$ cat src/fsu_pkg.sv
// Shared types, constants and arithmetic helpers of the saturating FIR filter.
// No dependencies; every other file of the block refers to this package.
package fsu_pkg;

	// Storage size of the delay ring and of the coefficient store.
	localparam int MAX_TAPS = 16;
	localparam int IDX_W = (MAX_TAPS > 1) ? $clog2(MAX_TAPS) : 1;
	localparam int CNT_W = $clog2(MAX_TAPS + 1);

	// Fixed field widths.
	localparam int SMP_W = 16;
	localparam int COEF_W = 16;
	localparam int CIDX_W = 4;
	localparam int TAPCFG_W = 5;
	localparam int PROD_W = SMP_W + COEF_W;
	localparam int ACC_W = PROD_W + $clog2(MAX_TAPS);
	localparam int RND_SHIFT = 12;

	// Stream and configuration port widths.
	localparam int IN_DATA_W = 40;
	localparam int OUT_DATA_W = 16;
	localparam int CFG_IDX_W = 1;
	localparam int CFG_DATA_W = TAPCFG_W;

	// Configuration register indexes.
	localparam logic [CFG_IDX_W-1:0] REG_ENABLE = 1'd0;
	localparam logic [CFG_IDX_W-1:0] REG_TAPS = 1'd1;

	// Depth of the queue between front and back.
	localparam int QDEPTH = 2;
	localparam int QPTR_W = (QDEPTH > 1) ? $clog2(QDEPTH) : 1;
	localparam int QCNT_W = $clog2(QDEPTH + 1);

	// Function code carried in the input tuser.
	localparam logic FUNC_SAMPLE = 1'b0;
	localparam logic FUNC_COEF = 1'b1;

	typedef enum logic [1:0] {
		KIND_SAMPLE,
		KIND_COEF,
		KIND_DROP
	} kind_t;

	typedef struct packed {
		kind_t kind;
		logic signed [SMP_W-1:0] sample;
		logic [CIDX_W-1:0] coef_index;
		logic signed [COEF_W-1:0] coef_value;
	} item_t;

	typedef enum logic [1:0] {
		BK_IDLE,
		BK_MAC,
		BK_DRAIN,
		BK_DONE
	} back_state_t;

	// Round a Q9.27 sum to Q1.15 (ties toward plus infinity) and saturate.
	function automatic logic signed [SMP_W-1:0] round_sat(input logic signed [ACC_W-1:0] acc);
		logic signed [ACC_W:0] biased;
		logic signed [ACC_W:0] shifted;
		logic signed [ACC_W:0] pos_lim;
		logic signed [ACC_W:0] neg_lim;
		biased = $signed({acc[ACC_W-1], acc}) + $signed((ACC_W + 1)'(2048));
		shifted = biased >>> RND_SHIFT;
		pos_lim = (ACC_W + 1)'(32767);
		neg_lim = -$signed((ACC_W + 1)'(32768));
		if (shifted > pos_lim) begin
			round_sat = 16'sh7fff;
		end else if (shifted < neg_lim) begin
			round_sat = 16'sh8000;
		end else begin
			round_sat = shifted[SMP_W-1:0];
		end
	endfunction

endpackage

$ cat src/fsu_front.sv
// Front end: unpacks input transfers, classifies them and queues them for the back end.
// Depends on fsu_pkg.
module fsu_front (
	input  logic clk,
	input  logic arst_n,
	input  logic s_tvalid,
	output logic s_tready,
	input  logic [fsu_pkg::IN_DATA_W-1:0] s_tdata,
	input  logic s_tuser,
	output logic q_valid,
	input  logic q_pop,
	output fsu_pkg::item_t q_item
);

	fsu_pkg::item_t in_item;
	fsu_pkg::item_t queue_q [fsu_pkg::QDEPTH];
	logic [fsu_pkg::QPTR_W-1:0] wr_ptr_q;
	logic [fsu_pkg::QPTR_W-1:0] rd_ptr_q;
	logic [fsu_pkg::QCNT_W-1:0] count_q;
	logic push;
	logic pop;

	// Unpack the fields and classify the item; out-of-store coefficient loads are dropped.
	always_comb begin
		in_item.sample = s_tdata[15:0];
		in_item.coef_index = s_tdata[19:16];
		in_item.coef_value = s_tdata[35:20];
		if (s_tuser == fsu_pkg::FUNC_COEF) begin
			if (32'(s_tdata[19:16]) < fsu_pkg::MAX_TAPS) begin
				in_item.kind = fsu_pkg::KIND_COEF;
			end else begin
				in_item.kind = fsu_pkg::KIND_DROP;
			end
		end else begin
			in_item.kind = fsu_pkg::KIND_SAMPLE;
		end
	end

	assign s_tready = (count_q != fsu_pkg::QCNT_W'(fsu_pkg::QDEPTH));
	assign push = s_tvalid && s_tready && (in_item.kind != fsu_pkg::KIND_DROP);
	assign pop = q_pop && q_valid;
	assign q_valid = (count_q != '0);
	assign q_item = queue_q[rd_ptr_q];

	// Queue storage.
	always_ff @(posedge clk) begin
		if (push) begin
			queue_q[wr_ptr_q] <= in_item;
		end
	end

	// Queue pointers and fill count.
	always_ff @(posedge clk or negedge arst_n) begin
		if (!arst_n) begin
			wr_ptr_q <= '0;
			rd_ptr_q <= '0;
			count_q <= '0;
		end else begin
			if (push) begin
				wr_ptr_q <= (32'(wr_ptr_q) == fsu_pkg::QDEPTH - 1) ? '0 : wr_ptr_q + 1'b1;
			end
			if (pop) begin
				rd_ptr_q <= (32'(rd_ptr_q) == fsu_pkg::QDEPTH - 1) ? '0 : rd_ptr_q + 1'b1;
			end
			if (push && !pop) begin
				count_q <= count_q + 1'b1;
			end else if (pop && !push) begin
				count_q <= count_q - 1'b1;
			end
		end
	end

endmodule

$ cat src/fsu_back.sv
// Back end: coefficient store, delay ring, multiply-accumulate sequencer and output register.
// Depends on fsu_pkg.
module fsu_back (
	input  logic clk,
	input  logic arst_n,
	input  logic cfg_we,
	input  logic [fsu_pkg::CFG_IDX_W-1:0] cfg_index,
	input  logic [fsu_pkg::CFG_DATA_W-1:0] cfg_data,
	input  logic q_valid,
	output logic q_pop,
	input  fsu_pkg::item_t q_item,
	output logic m_tvalid,
	input  logic m_tready,
	output logic [fsu_pkg::OUT_DATA_W-1:0] m_tdata
);

	fsu_pkg::back_state_t state_q;
	fsu_pkg::back_state_t state_d;

	logic enable_q;
	logic [fsu_pkg::TAPCFG_W-1:0] taps_q;
	logic signed [fsu_pkg::SMP_W-1:0] delay_q [fsu_pkg::MAX_TAPS];
	logic signed [fsu_pkg::COEF_W-1:0] coef_q [fsu_pkg::MAX_TAPS];
	logic [fsu_pkg::IDX_W-1:0] wp_q;
	logic [fsu_pkg::IDX_W-1:0] idx_q;
	logic [fsu_pkg::CNT_W-1:0] w_q;
	logic byp_q;
	logic signed [fsu_pkg::SMP_W-1:0] res_q;
	logic signed [fsu_pkg::PROD_W-1:0] prod_s1;
	logic prod_vld_s1;
	logic signed [fsu_pkg::ACC_W-1:0] acc_q;
	logic out_vld_q;
	logic signed [fsu_pkg::SMP_W-1:0] out_data_q;

	logic [fsu_pkg::CNT_W-1:0] n_eff;
	logic [fsu_pkg::CNT_W-1:0] n_last;
	logic [fsu_pkg::IDX_W-1:0] wp_eff;
	logic [fsu_pkg::IDX_W-1:0] wp_next;
	logic out_free;
	logic start_sample;
	logic load_coef;

	// Effective tap count and the write position of the next sample.
	always_comb begin
		if (taps_q == '0) begin
			n_eff = fsu_pkg::CNT_W'(1);
		end else if (32'(taps_q) > fsu_pkg::MAX_TAPS) begin
			n_eff = fsu_pkg::CNT_W'(fsu_pkg::MAX_TAPS);
		end else begin
			n_eff = fsu_pkg::CNT_W'(taps_q);
		end
		n_last = n_eff - 1'b1;
		wp_eff = (fsu_pkg::CNT_W'(wp_q) >= n_eff) ? '0 : wp_q;
		wp_next = (fsu_pkg::CNT_W'(wp_eff) + 1'b1 >= n_eff) ? '0 : wp_eff + 1'b1;
	end

	assign out_free = !out_vld_q || m_tready;
	assign q_pop = (state_q == fsu_pkg::BK_IDLE);
	assign start_sample = q_pop && q_valid && (q_item.kind == fsu_pkg::KIND_SAMPLE);
	assign load_coef = q_pop && q_valid && (q_item.kind == fsu_pkg::KIND_COEF);

	// Sequencer: next state.
	always_comb begin
		state_d = state_q;
		case (state_q)
			fsu_pkg::BK_IDLE: begin
				if (start_sample) begin
					state_d = enable_q ? fsu_pkg::BK_MAC : fsu_pkg::BK_DONE;
				end
			end
			fsu_pkg::BK_MAC: begin
				if (w_q == n_last) begin
					state_d = fsu_pkg::BK_DRAIN;
				end
			end
			fsu_pkg::BK_DRAIN: begin
				state_d = fsu_pkg::BK_DONE;
			end
			fsu_pkg::BK_DONE: begin
				if (out_free) begin
					state_d = fsu_pkg::BK_IDLE;
				end
			end
			default: begin
				state_d = fsu_pkg::BK_IDLE;
			end
		endcase
	end

	// State, configuration, stores and output handshake.
	always_ff @(posedge clk or negedge arst_n) begin
		if (!arst_n) begin
			state_q <= fsu_pkg::BK_IDLE;
			enable_q <= 1'b1;
			taps_q <= fsu_pkg::TAPCFG_W'(16);
			wp_q <= '0;
			prod_vld_s1 <= 1'b0;
			out_vld_q <= 1'b0;
			for (int i = 0; i < fsu_pkg::MAX_TAPS; i++) begin
				delay_q[i] <= '0;
				coef_q[i] <= '0;
			end
		end else begin
			state_q <= state_d;
			prod_vld_s1 <= (state_q == fsu_pkg::BK_MAC);
			if (cfg_we) begin
				case (cfg_index)
					fsu_pkg::REG_ENABLE: enable_q <= cfg_data[0];
					fsu_pkg::REG_TAPS: taps_q <= cfg_data[fsu_pkg::TAPCFG_W-1:0];
					default: ;
				endcase
			end
			if (load_coef) begin
				coef_q[fsu_pkg::IDX_W'(q_item.coef_index)] <= q_item.coef_value;
			end
			if (start_sample) begin
				delay_q[wp_eff] <= q_item.sample;
				wp_q <= wp_next;
			end
			if (state_q == fsu_pkg::BK_DONE && out_free) begin
				out_vld_q <= 1'b1;
			end else if (m_tready) begin
				out_vld_q <= 1'b0;
			end
		end
	end

	// Multiply-accumulate datapath, one tap per cycle through a single multiplier.
	always_ff @(posedge clk) begin
		if (start_sample) begin
			idx_q <= wp_eff;
			w_q <= '0;
			acc_q <= '0;
			byp_q <= !enable_q;
			res_q <= q_item.sample;
		end else if (prod_vld_s1) begin
			acc_q <= acc_q + fsu_pkg::ACC_W'(prod_s1);
		end
		if (state_q == fsu_pkg::BK_MAC) begin
			prod_s1 <= delay_q[idx_q] * coef_q[w_q[fsu_pkg::IDX_W-1:0]];
			idx_q <= (idx_q == '0) ? n_last[fsu_pkg::IDX_W-1:0] : idx_q - 1'b1;
			w_q <= w_q + 1'b1;
		end
		if (state_q == fsu_pkg::BK_DONE && out_free) begin
			out_data_q <= byp_q ? res_q : fsu_pkg::round_sat(acc_q);
		end
	end

	assign m_tvalid = out_vld_q;
	assign m_tdata = out_data_q;

endmodule

$ cat src/fir_filter_saturating_unit.sv
// Saturating FIR filter, top level: front end with item queue, back end with one MAC unit.
// A filtered sample passes the queue, the MAC steps over the taps, the product register, the drain
// and done states and the output register; a passed-through sample skips MAC and drain. A coefficient
// load is written when popped in the idle state. The single multiplier that steps through the taps sets
// the filter rate; the front keeps accepting transfers while the queue has room.
// Reset (arst_n, asynchronous): clears the delay ring, coefficients, write pointer and queue.
module fir_filter_saturating_unit (
	input  logic clk,
	input  logic arst_n,
	input  logic cfg_we,
	input  logic [fsu_pkg::CFG_IDX_W-1:0] cfg_index,
	input  logic [fsu_pkg::CFG_DATA_W-1:0] cfg_data,
	input  logic s_tvalid,
	output logic s_tready,
	// sample [15:0], coef_index [19:16], coef_value [35:20], zero fill [39:36]
	input  logic [fsu_pkg::IN_DATA_W-1:0] s_tdata,
	// func [0]
	input  logic s_tuser,
	output logic m_tvalid,
	input  logic m_tready,
	// result [15:0]
	output logic [fsu_pkg::OUT_DATA_W-1:0] m_tdata
);

	logic q_valid;
	logic q_pop;
	fsu_pkg::item_t q_item;

	// Front end: accepts and queues items.
	fsu_front u_front (
		.clk      (clk),
		.arst_n   (arst_n),
		.s_tvalid (s_tvalid),
		.s_tready (s_tready),
		.s_tdata  (s_tdata),
		.s_tuser  (s_tuser),
		.q_valid  (q_valid),
		.q_pop    (q_pop),
		.q_item   (q_item)
	);

	// Back end: executes loads and filter steps.
	fsu_back u_back (
		.clk       (clk),
		.arst_n    (arst_n),
		.cfg_we    (cfg_we),
		.cfg_index (cfg_index),
		.cfg_data  (cfg_data),
		.q_valid   (q_valid),
		.q_pop     (q_pop),
		.q_item    (q_item),
		.m_tvalid  (m_tvalid),
		.m_tready  (m_tready),
		.m_tdata   (m_tdata)
	);

endmodule

$ cat config.mk
export PLATFORM = sky130hd
export DESIGN_NAME = fir_filter_saturating_unit
export DESIGN_NICKNAME = d
export VERILOG_FILES = /design/src/fsu_pkg.sv /design/src/fsu_front.sv /design/src/fsu_back.sv /design/src/fir_filter_saturating_unit.sv
export SDC_FILE = /design/constraint.sdc
export NUM_CORES = 2
export LEC_CHECK = 0
export BUFFER_PORTS_ARGS = -buffer_cell sky130_fd_sc_hd__buf_2
export CORE_MARGIN = 2
export CORE_UTILIZATION = 40
export DETAILED_ROUTE_END_ITERATION = 10
export GPL_TIMING_DRIVEN = 0
export SLEW_MARGIN = 20
export SYNTH_ARGS = -nofsm -noshare
export SYNTH_HDL_FRONTEND = slang
export SYNTH_SLANG_ARGS = --single-unit
$ cat constraint.sdc
create_clock -name clk -period 13.4 [get_ports clk]
set_input_delay 3.35 -clock clk [delete_from_list [all_inputs] [get_ports clk]]
set_output_delay 3.35 -clock clk [all_outputs]
set_load 0.03 [all_outputs]
Word-level counts from Yosys, hierarchy flattened
Memory sizes are Yosys's and may differ from the RTL's.
Index checks and enable logic that the tools add are counted.
{ "word_totals": {"n_memories": 1, "register_bits": 640, "word_cells": 151, "ramBits": 74} }
{ "mem_list": {"columns": ["name", "depth", "word_bits", "rd", "rd_clocked_by_memory_dff", "wr", "line_no", "rtl"], "rows": [
  ["u_front.queue_q", 2, 37, 1, 0, 1, "fsu_front.sv:16", "fsu_pkg::item_t queue_q [fsu_pkg::QDEPTH];"]
]} }
{ "op_classes": {"n_reduce_logical": 26, "n_mul": 1, "n_lt_le_gt_ge": 11, "eq_ne": 10, "add_sub_neg": 11, "bitwise_logic": 5, "n_mux": 38} }
{ "op_table": {"columns": ["operator", "n"], "rows": [
  ["$bwmux 256", 2],
  ["$mux 16", 9],
  ["$bmux 16 s4", 2],
  ["$demux 16 s4", 2],
  ["$add 36x13->37 const B", 1],
  ["$add 36x32->36", 1],
  ["$mul 16x16->32", 1],
  ["$gt 25x16->1 const B", 1],
  ["$lt 25x16->1 const B", 1],
  ["$ge 5x5->1 const B", 4],
  ["$mux 4", 5],
  ["$mux 5", 4],
  ["$not 4->5", 4],
  ["$mux 2", 6],
  ["$logic_and 1x1->1", 10],
  ["$lt 5x1->1 const B", 2],
  ["$pmux 2 s4", 1],
  ["$reduce_bool 2->1", 4],
  ["$mux 1", 7],
  ["$add 4x1->5 const B", 1],
  ["$add 5x1->5 const B", 1],
  ["$eq 5x5->1", 1],
  ["$ge 4x5->1", 1],
  ["$ge 5x5->1", 1],
  ["other kinds (20)", 30]
]} }

Logic depth before layout (Yosys ltp)
{ "depth": {"depth_word": 11, "mapped_depth": 31, "depth_no_buf": 27} }

By module
A second synthesis with hierarchy kept.
{ "unflattened": {"hier_cells": 3391, "area_unflattened_um2": 43082.6} }
{ "by_module_without_submodules": {"columns": ["mod", "area_each_um2", "instances", "cells_per_inst"], "rows": [
  ["fsu_back", 40124.7, 1, 3256],
  ["fsu_front", 2957.8, 1, 135]
]} }

Worst setup path before layout
No wires, ideal clock.
{ "synth_path": {"path_kind": "flip-flop to flip-flop", "start": "reg u_back.idx_q[0] (netlist name)", "end": "reg u_back.prod_s1[31] (netlist name) (data pin)", "path_buffers": 3, "setup_ps": 260, "arrival_time_ps": 7723, "slack_ps": 5417, "path_stages_with_launch": 27, "path_cell_list": "edfxtp_1 clkbuf_1 buf_2 buf_1 mux4_2 mux2_2 o21ai_1 nor2_1 fa_1 inv_1 fa_1 fa_1 inv_1 ha_1 fa_1 inv_1 fa_1 inv_1 ha_1 or4_1 o221ai_1 o211ai_1 a21o_1 o41ai_1 o21ai_0 a21oi_1 xnor2_1"} }
{ "synth_between": {"elab_chain_cells": 5} }
{ "synth_lines": {"columns": ["item", "line_no", "rtl"], "rows": [
  ["start: declaration", "fsu_back.sv:25", "logic [fsu_pkg::IDX_W-1:0] idx_q;"],
  ["start signal: assignment", "fsu_back.sv:131", "idx_q <= wp_eff;"],
  ["start signal: assignment", "fsu_back.sv:141", "idx_q <= (idx_q == '0) ? n_last[fsu_pkg::IDX_W-1:0] : idx_q - 1'b1;"],
  ["$not 4->5 (not written as such)", "fsu_back.sv:140", "prod_s1 <= delay_q[idx_q] * coef_q[w_q[fsu_pkg::IDX_W-1:0]];"],
  ["$bmux 16 s4", "fsu_back.sv:140", null],
  ["$mux 16 (not written as such) (2 in series)", "fsu_back.sv:140", null],
  ["$mul 16x16->32", "fsu_back.sv:140", null],
  ["end signal: assignment", "fsu_back.sv:140", null],
  ["end: declaration", "fsu_back.sv:29", "logic signed [fsu_pkg::PROD_W-1:0] prod_s1;"]
]} }
Every way passes these cells. The select of a mux whose other input is x is not followed.
A chain may end at the register's enable or synchronous reset.

Worst setup path after layout
{ "layout_path": {"start": "reg u_back.idx_q[1] (netlist name)", "end": "reg u_back.prod_s1[30] (netlist name) (data pin)"} }
Same word-level chain as after synthesis.

==> out/qor.json <==
{
  "number_of_antenna_violations_at_the_first_check_in_global_routing": {"value": 2},
  "track_usage": {"value": 0.228},
  "growth_of_design_area_from_synthesis_to_finish": {"value": 11.9, "unit": "%"},
  "die_width": {"value": 328, "unit": "µm"},
  "fin_nets": {"value": 4647},
  "timing.final.max_slew_violations": {"value": 0},
  "synth-warning-count": {"value": 0},
  "syn_inst": {"value": 4037},
  "postSynth.topFlopCell": {"value": "sky130_fd_sc_hd__dfrtp_1"},
  "synth_edf_count": {"value": 148},
  "core_area": {"value": 104000, "unit": "µm²"},
  "mappedNetlistNets": {"value": 4492},
  "route.vias.total": {"value": 30600},
  "dr_iter_0_viols": {"value": 2880},
  "yosys.area_share.xor_xnor": {"value": 0.0183},
  "netlist_top_cells_count": {"value": "sky130_fd_sc_hd__nand2_1 (630), sky130_fd_sc_hd__dfrtp_1 (528), sky130_fd_sc_hd__o21ai_0 (495), sky130_fd_sc_hd__inv_1 (419), sky130_fd_sc_hd__nor2_1 (327)"},
  "synth.yosys.seq_area_share": {"value": 0.439},
  "tritoncts.num_buffers": {"value": 79},
  "worstPathArrival": {"value": 10.80, "unit": "ns"},
  "avgSynthCellArea": {"value": 10.4, "unit": "µm²"},
  "cts.repair_timing.setup_buffer_count": {"value": 0},
  "critical_path_class": {"value": "register to register"},
  "timing.hold.ws": {"value": 0.471, "unit": "ns"},
  "cap_violations": {"value": 0},
  "die_h": {"value": 328, "unit": "µm"},
  "end_kind": {"value": "register"},
  "holdCritPathClass": {"value": "register to register"},
  "clock.fmax": {"value": 96.0, "unit": "MHz"},
  "total_negative_slack": {"value": 0, "unit": "ns"},
  "skew": {"value": 0.0491, "unit": "ns"},
  "postRouteWirelength": {"value": 120000, "unit": "µm"},
  "pin_count": {"value": 70},
  "cts_buffer_depth": {"value": 3},
  "grt_pass1_vias": {"value": 30700},
  "port-buffer-count": {"value": 65},
  "synth.most_common_cell": {"value": "sky130_fd_sc_hd__nand2_1"},
  "post-route-cell-area": {"value": 47000, "unit": "µm²"},
  "post_cts_hold_buffer_count": {"value": 0},
  "report.final.setup_viol": {"value": 0},
  "via_to_cell_ratio": {"value": 5.44},
  "postSynthRegisterBits": {"value": 714},
  "nFillCells": {"value": 9752},
  "yosys.area.top_type_share": {"value": 0.315},
  "post_dp_cell_area": {"value": 44300, "unit": "µm²"},
  "drtAntennaViolNets": {"value": 0},
  "clock_sink_count": {"value": 714},
  "dominant_cell_type_by_area_after_synthesis": {"value": "sky130_fd_sc_hd__dfrtp_1"},
  "synth-adder-area-share": {"value": 0.167},
  "routabilityCongestion": {"value": 0.956},
  "grt_max_degree": {"value": 99},
  "floorplan.die_area": {"value": 108000, "unit": "µm²"},
  "syn_area": {"value": 42000, "unit": "µm²"},
  "worstSkewPairLatency": {"value": 0.68, "unit": "ns"},
  "run_status": {"value": "finished clean"},
  "cts_tree": {"value": "yes"},
  "worst_slew_margin_rel": {"value": 0.162},
  "multiplexer_fraction_of_the_synthesized_cell_area": {"value": 0.0986},
  "post-dp-hpwl": {"value": 88800, "unit": "µm"},
  "startpoint_type": {"value": "register"},
  "final-hold-violation-count": {"value": 0},
  "postSynth.asyncResetShare": {"value": 0.742},
  "avgRoutedWirePerCell": {"value": 21.4, "unit": "µm"},
  "cp_slowest_cell": {"value": "sky130_fd_sc_hd__buf_1"},
  "synth.distinct_cells": {"value": 85},
  "cp_max_fo": {"value": 10},
  "drc": {"value": 0},
  "dominant_combinational_cell_family_by_area_after_synthesis": {"value": "adder cells"},
  "timing.critical_path.required": {"value": 13.78, "unit": "ns"},
  "path_clk_slew": {"value": 0.06, "unit": "ns"},
  "num_rows": {"value": 118},
  "htree_num_levels": {"value": 3},
  "resized_after_cts": {"value": 0},
  "grt_first_pass_wirelength": {"value": 187000, "unit": "µm"},
  "dr.pass1.iters": {"value": 6},
  "synth_compound_gate_area_share": {"value": 0.104},
  "initial_core_util": {"value": 0.405},
  "synthSimpleGateAreaFrac": {"value": 0.114},
  "grt_setup_unrepaired": {"value": "no"},
  "final_min_period_over_clock_period": {"value": 0.778},
  "max_slew.worst_pin.slew": {"value": 1.24, "unit": "ns"},
  "fin_crit": {"value": 10.42, "unit": "ns"},
  "grt_remaining_overflow": {"value": 0},
  "worst_path_most_repeated_cell": {"value": "sky130_fd_sc_hd__fa_1"},
  "drive_gt1_frac": {"value": 0.0950},
  "ys_top_cells_by_area": {"value": "sky130_fd_sc_hd__dfrtp_1 (31%), sky130_fd_sc_hd__fa_1 (13%), sky130_fd_sc_hd__edfxtp_1 (11%)"},
  "cts_root_buffer": {"value": "sky130_fd_sc_hd__clkbuf_16"},
  "critical-path-max-stage-delay": {"value": 0.86, "unit": "ns"}
}
[cell families (layout without fill, tap and decap cells)]
logic type | after synthesis | count (layout)
simple gates | 1145 | 1145
compound gates | 796 | 796
flops | 714 | 714
buf+inv | 650 | 867
fa+ha+maj | 404 | 404
mux | 240 | 240
xor+xnor | 88 | 88
other cells | 0 | 1
[flip-flops by register name, summed over array words and instances, names as in the netlist]
| signal | cells |
|---|---|
| u_back.coef_q | 256 |
| u_back.delay_q | 256 |
| u_front.queue_q | 74 |
| u_back.acc_q | 36 |
| u_back.prod_s1 | 32 |
| u_back.m_tdata | 16 |
| u_back.res_q | 16 |
| u_back.taps_q | 5 |
| u_back.w_q | 5 |
| u_back.idx_q | 4 |
| u_back.wp_q | 4 |
| u_back.state_q | 2 |
| u_front.count_q | 2 |
| u_back.byp_q | 1 |
| u_back.enable_q | 1 |
| u_back.m_tvalid | 1 |
| u_back.prod_vld_s1 | 1 |
| u_front.rd_ptr_q | 1 |
| u_front.wr_ptr_q | 1 |
[path summary, 6_finish.rpt]
kind,startpoint,end,slack (ns),cells after the start
hold reg to reg,u_back.acc_q[4]$_SDFFE_PP0P_,u_back.acc_q[4]$_SDFFE_PP0P_,0.47,2
setup reg to reg,u_back.idx_q[1]$_DFFE_PP_,u_back.prod_s1[30]$_DFFE_PP_,2.98,28
hold / removal,u_back.acc_q[4]$_SDFFE_PP0P_,u_back.acc_q[4]$_SDFFE_PP0P_,0.47,2
min in group asynchronous,arst_n,u_front.wr_ptr_q$_DFFE_PN0P_,2.51,1
setup / recovery,u_back.idx_q[1]$_DFFE_PP_,u_back.prod_s1[30]$_DFFE_PP_,2.98,28
max in group asynchronous,arst_n,u_back.prod_vld_s1$_DFF_PN0_,9.39,4
[area by class of cell]
class                      instances  area, µm²  area share
antenna                            1       2.50   0.0000532
sequential                       714      18400       0.392
clock buffer                     111       2230      0.0474
buffer                           230        913      0.0194
timing repair buffer              74        561      0.0119
inverter                         420       1580      0.0335
tap                             1380       1730      0.0367
multi-input combinational       2673      21100       0.449
clock inverter                    32        460     0.00979
[metal layers]
metal / track usage / wire length (µm) / up-vias
met4: 0.0987 / 5460 / 0
met3: 0.0399 / 8360 / 244
met5: 0 / 0 / -
li1: - / - / 13800
met1: 0.320 / 53100 / 15500
met2: 0.348 / 53600 / 1088
[critical path, delay by kind of cell, from the launching register on]
family	cells	cell delay, ns
adders and majority gates	7	3.50
buffers and inverters	7	2.35
DFF	1	0.42
muxes	2	0.88
AOI/OAI and AO/OA	9	2.47
xor gates and xnor gates	1	0.18
and+or+nand+nor	2	0.29
[per-stage QoR]
stage	util	instances	worst slack, ns
final	0.453	5635	2.98
after global routing	0.453	5634	2.53
after CTS	0.453	5634	3.18
after detailed placement	0.427	5491	3.24
after global placement	0.425	5482	-2.24
after floorplan	-	4037	5.42
[layout by cell type, fill, tap and decap left out, types with 8 or more instances in the layout]
| cell type | instances |
|---|---|
| sky130_fd_sc_hd__inv_1 | 419 |
| sky130_fd_sc_hd__a2bb2oi_1 | 14 |
| sky130_fd_sc_hd__xor2_1 | 27 |
| sky130_fd_sc_hd__xnor2_1 | 61 |
| sky130_fd_sc_hd__clkbuf_8 | 11 |
| sky130_fd_sc_hd__mux4_2 | 136 |
| sky130_fd_sc_hd__nor2b_1 | 13 |
| sky130_fd_sc_hd__o21ai_0 | 493 |
| sky130_fd_sc_hd__ha_1 | 139 |
| sky130_fd_sc_hd__buf_1 | 19 |
| sky130_fd_sc_hd__or3_1 | 9 |
| sky130_fd_sc_hd__nand3_1 | 32 |
| sky130_fd_sc_hd__o21ai_1 | 20 |
| sky130_fd_sc_hd__nor3_1 | 36 |
| sky130_fd_sc_hd__mux2i_1 | 73 |
| sky130_fd_sc_hd__clkinv_2 | 13 |
| sky130_fd_sc_hd__mux2_2 | 30 |
| sky130_fd_sc_hd__clkbuf_16 | 80 |
| sky130_fd_sc_hd__edfxtp_1 | 148 |
| sky130_fd_sc_hd__a21o_1 | 21 |
| sky130_fd_sc_hd__fa_1 | 263 |
| sky130_fd_sc_hd__a21oi_1 | 150 |
| sky130_fd_sc_hd__nand2b_1 | 27 |
| sky130_fd_sc_hd__nor2_1 | 326 |
| sky130_fd_sc_hd__buf_2 | 77 |
| sky130_fd_sc_hd__bufinv_16 | 8 |
| sky130_fd_sc_hd__nand2_1 | 630 |
| sky130_fd_sc_hd__o21a_1 | 20 |
| sky130_fd_sc_hd__o21bai_1 | 10 |
| sky130_fd_sc_hd__clkbuf_1 | 211 |
| sky130_fd_sc_hd__and3_1 | 12 |
| sky130_fd_sc_hd__dfrtp_1 | 528 |
| sky130_fd_sc_hd__and2_1 | 11 |
| sky130_fd_sc_hd__dfxtp_1 | 36 |
| sky130_fd_sc_hd__a211oi_1 | 12 |
Power is left out: the tool's default activity adds up to more than one toggle a clock period on the data nets, which glitch-free logic cannot reach.
